[src/rtl/msps_pkg.sv]
`timescale 1ns / 1ps
// ----------------------------------------------------------------------------
// msps_pkg: shared types and codes of the priority send scheduler
// word formats, operation and status codes, register indexes, defaults
// ----------------------------------------------------------------------------
package msps_pkg;

    localparam int QUEUE_DEPTH_DEF = 128;
    localparam int HANDLE_BITS_DEF = 16;
    localparam int NUM_RINGS       = 8;
    localparam int NUM_CLASSES     = 10;

    // operation codes
    localparam logic [1:0] OP_ENQUEUE = 2'd0;
    localparam logic [1:0] OP_TX_RDY  = 2'd1;
    localparam logic [1:0] OP_POST    = 2'd2;

    // status codes
    localparam logic [3:0] ST_SCHEDULED   = 4'd0;
    localparam logic [3:0] ST_FULL        = 4'd1;
    localparam logic [3:0] ST_NODEV       = 4'd2;
    localparam logic [3:0] ST_OVERWRITTEN = 4'd3;
    localparam logic [3:0] ST_SENT        = 4'd4;
    localparam logic [3:0] ST_IDLE        = 4'd5;
    localparam logic [3:0] ST_POSTED      = 4'd6;
    localparam logic [3:0] ST_MISSED      = 4'd7;
    localparam logic [3:0] ST_BADCLASS    = 4'd8;

    // class numbers of the reply slots
    localparam logic [3:0] CLS_REPLY     = 4'd0;
    localparam logic [3:0] CLS_EXT_REPLY = 4'd5;

    // configuration register indexes
    localparam logic [2:0] CFG_BCST_REQ_CAP  = 3'd0;
    localparam logic [2:0] CFG_BCST_CMD_CAP  = 3'd1;
    localparam logic [2:0] CFG_SNGL_REQ_CAP  = 3'd2;
    localparam logic [2:0] CFG_SNGL_CMD_CAP  = 3'd3;
    localparam logic [2:0] CFG_EXT_QUEUE_CAP = 3'd4;
    localparam logic [2:0] CFG_DEVICE_COUNT  = 3'd5;
    localparam logic [2:0] CFG_SLOT_TIME     = 3'd6;

    typedef struct packed {
        logic [1:0]  operation;
        logic [3:0]  queue_class;
        logic [15:0] msg_handle;
        logic        reply_ready;
    } req_t;

    typedef struct packed {
        logic [3:0]  status;
        logic [15:0] sent_handle;
        logic [3:0]  sent_class;
        logic [21:0] send_delay;
        logic [6:0]  free_slots;
    } rsp_t;

    // ring of a queued class, valid only for classes 1-4 and 6-9
    typedef struct packed {
        logic       valid;
        logic [2:0] ring;
    } ring_sel_t;

    function automatic ring_sel_t ring_of(logic [3:0] cls);
        ring_sel_t r;
        r.valid = 1'b0;
        r.ring  = 3'd0;
        if (cls >= 4'd1 && cls <= 4'd4)
        begin
            r.valid = 1'b1;
            r.ring  = 3'(cls - 4'd1);
        end
        else if (cls >= 4'd6 && cls <= 4'd9)
        begin
            r.valid = 1'b1;
            r.ring  = 3'(cls - 4'd2);
        end
        return r;
    endfunction

endpackage

[src/rtl/msps_pick.sv]
`timescale 1ns / 1ps
// ----------------------------------------------------------------------------
// msps_pick: strict priority pick
// lowest numbered class that holds a word
// ----------------------------------------------------------------------------
module msps_pick (
    input  logic [msps_pkg::NUM_CLASSES-1:0] busy,
    output logic                             found,
    output logic [3:0]                       cls
);

    always_comb
    begin
        found = 1'b0;
        cls   = 4'd0;
        for (int i = msps_pkg::NUM_CLASSES - 1; i >= 0; i--)
        begin
            if (busy[i])
            begin
                found = 1'b1;
                cls   = 4'(i);
            end
        end
    end

endmodule

[config.mk]
export PLATFORM = sky130hd
export DESIGN_NAME = msps_pick
export DESIGN_NICKNAME = d
export VERILOG_FILES = /design/src/rtl/msps_pkg.sv /design/src/rtl/msps_pick.sv
export SDC_FILE = /design/constraint.sdc
export NUM_CORES = 1
export LEC_CHECK = 0
export ABC_AREA = 1
export BUFFER_PORTS_ARGS = -buffer_cell sky130_fd_sc_hd__buf_4
export CAP_MARGIN = 20
export CORE_AREA = 10 10 47 49
export DETAILED_ROUTE_END_ITERATION = 7
export DIE_AREA = 0 0 57 59
export SETUP_SLACK_MARGIN = 0.15
export SYNTH_ARGS = -nofsm -noshare
export SYNTH_HDL_FRONTEND = slang
export SYNTH_SLANG_ARGS = --single-unit
export TNS_END_PERCENT = 100
[constraint.sdc]
create_clock -name vclk -period 1
set_clock_uncertainty 0.15 [all_clocks]
set_input_delay 0.05 -clock vclk [all_inputs]
set_output_delay 0.05 -clock vclk [all_outputs]
set_load 0.01 [all_outputs]
==> key figures <==
Status
  – Outcome: complete, no violations

Final layout
  – Register area: 0 um^2
  – CLK BUF: 0
  – Most frequent cells in the layout: 9 x buf_4, 7 x nand2_1, 5 x buf_6, 4 x inv_1, 4 x inv_2
  – Area grow syn2layout: 164%
  – Sequential cells: 0
  – ANT cells: 0
  – Post-route cell area: 317 um^2
  – Fraction of layout cells with a size suffix above 1: 62.8%
  – Commonest non-fill, non-tap cell in the layout: buf_4
  – Final net count: 55
  – Final core occ: between 20% and 30%
  – Final Non-Filler Cells: 59

Yosys
  – Seq/Total Area, Yosys: 0%
  – Syn_area_per_cell: 4.29 um^2
  – Synthesized area: 120 um^2
  – Post-Syn Nets: 38
  – Yosys cell types: 7
  – Synth Instances: 28
  – Ys Warns: 0

Critical path
  – Largest delay contributor family on the critical path: simple AND/OR/NAND/NOR gates
  – Most Frequent Cell on Critical Path: nand2_1
  – Max incr delay on CP: 130 ps
  – Max Fanout on Critical Path: 2
  – Worst Setup Start Kind: input pin
  – Critical Path Stages: 11
  – Worst-path cell chain: buf_6 -> inv_2 -> nand2_2 -> nand2_1 -> nand2_1 -> nand2_1 -> nand2_1 -> nand2_1 -> nand2_1 -> a21oi_2 -> buf_4
  – Buf+Inv Stages, Crit Path: 3
  – Critical Path AT: 760 ps
  – Critical path's slowest cell: buf_4
  – Worst Path Required: ~800 ps
  – Worst Path Class, Setup: input pin to primary output
  – Critical path endpoint category: primary output

Floorplanning
  – Core ar.: 0.00140 mm^2
  – Die X: 57 um
  – Rows: 14
  – Starting Density: 8.57%
  – Die area: 0.00336 mm^2
  – IO Count: 15
  – Die Height: 59 um

Placement
  – Routability cong.: roughly 0.7
  – Post-DP HPWL: 483 um
  – Cells after DPL: 59
  – Area after DPL: 253 um^2
  – IO buf count: 15

Drt
  – Final ANT Viol Nets: 0
  – Final WL: 573 um
  – Drt via density: approximately 3.7
  – Iter 0 DRT Violations: 0
  – DRC: 0
  – Vias: 220
  – Drt first pass iters: 1
  – Wire per inst: between 9 and 10 um

Power
  – Pwr Density: 334 mW/mm^2
  – Max IR drop VDD: 0.0931 mV
  – Tot Pwr: about 0.00011 W
  – P_leak: 0.159 nW

STA
  – Endpoints failing hold: 0
  – Setup violators final: 0
  – Slew Limit Fails: 0
  – Worst-Margin Slew: roughly 170 ps
  – Final period utilization: 96.2%
  – Tmin final: 962 ps
  – RSZ-0062 raised after global routing: yes
  – Max_slew headroom: 88.5%
  – Highest Clock Rate: between 1000 and 1500 MHz

Global routing
  – Via count of the first global-routing pass: 201
  – Total track usage: 2.86%
  – Total grt overflow: 0
  – First-pass GRT wire length: ~830 um
  – Initial antenna violation count: 0
  – Pin count of the biggest net entering global routing: 4

Min path
  – WHS Path Cells: 3
  – Worst hold path type: input pin to primary output

CTS
  – CTS Hold Bufs: 0
  – Post-CTS Setup Bufs: 0

Run
  – Max cap viols: 0
-- per-stage QoR --
stage                     TNS [ps]  worst slack, ps  hold slack (ps)
after detailed placement     -17.4            -14.1              209
after global routing         -93.8            -84.0              216
after floorplan                  0              194            -24.0
after CTS                        0             21.8              192
final                            0             37.8              201
after global placement           0             13.6              207
-- final cells by class --
cell class / instances / area, um^2
Fill cell: 161 / 1080
Timing Repair Buffer: 15 / 139
Multi-Input combinational cell: 20 / 128
Inverter: 8 / 30.0
Tap cell: 16 / 20.0
-- synthesized netlist by cell type --
master   instances  share of area (%)
a31oi_1          1                5.2
inv_1            8                 25
nor3_1           4                 17
nand2_1          8                 25
nor2_1           4                 12
a21oi_2          1                7.3
nand3_1          2                8.3
-- metal layers --
metal	up-vias	wire length, um	part of all wire (%)	global-route usage, %
li1	116	-	-	-
met1	89	319	56	4.17
met2	15	179	31	3.72
met3	0	74	13	1.50
met4	0	0	0	0
met5	-	0	0	0
-- path summary, 6_finish.rpt --
kind	startpoint	to	slack, ps
max	busy[8]	cls[0]	40
min	busy[0]	cls[0]	200
-- where the power goes --
group          internal (W)  leakage (nW)  switching [W]  total, W
clock                     0             0              0         0
combinational     0.0000578         0.159      0.0000479  0.000106
sequential                0             0              0         0
total             0.0000578         0.159      0.0000479  0.000106
-- cells by family after synthesis --
logic type | count (synthesis) | synth area share, %
and+or+nand+nor | 18 | 62.5
AOI/OAI and AO/OA | 2 | 12.5
buffers and inverters | 8 | 25.0
-- what timing repair did --
action                     in CTS  in global routing
pin swaps                       0                  2
resized for setup               8                 12
setup endpoints to repair       5                  5
Note: power is estimated with default switching activity, not from simulation.
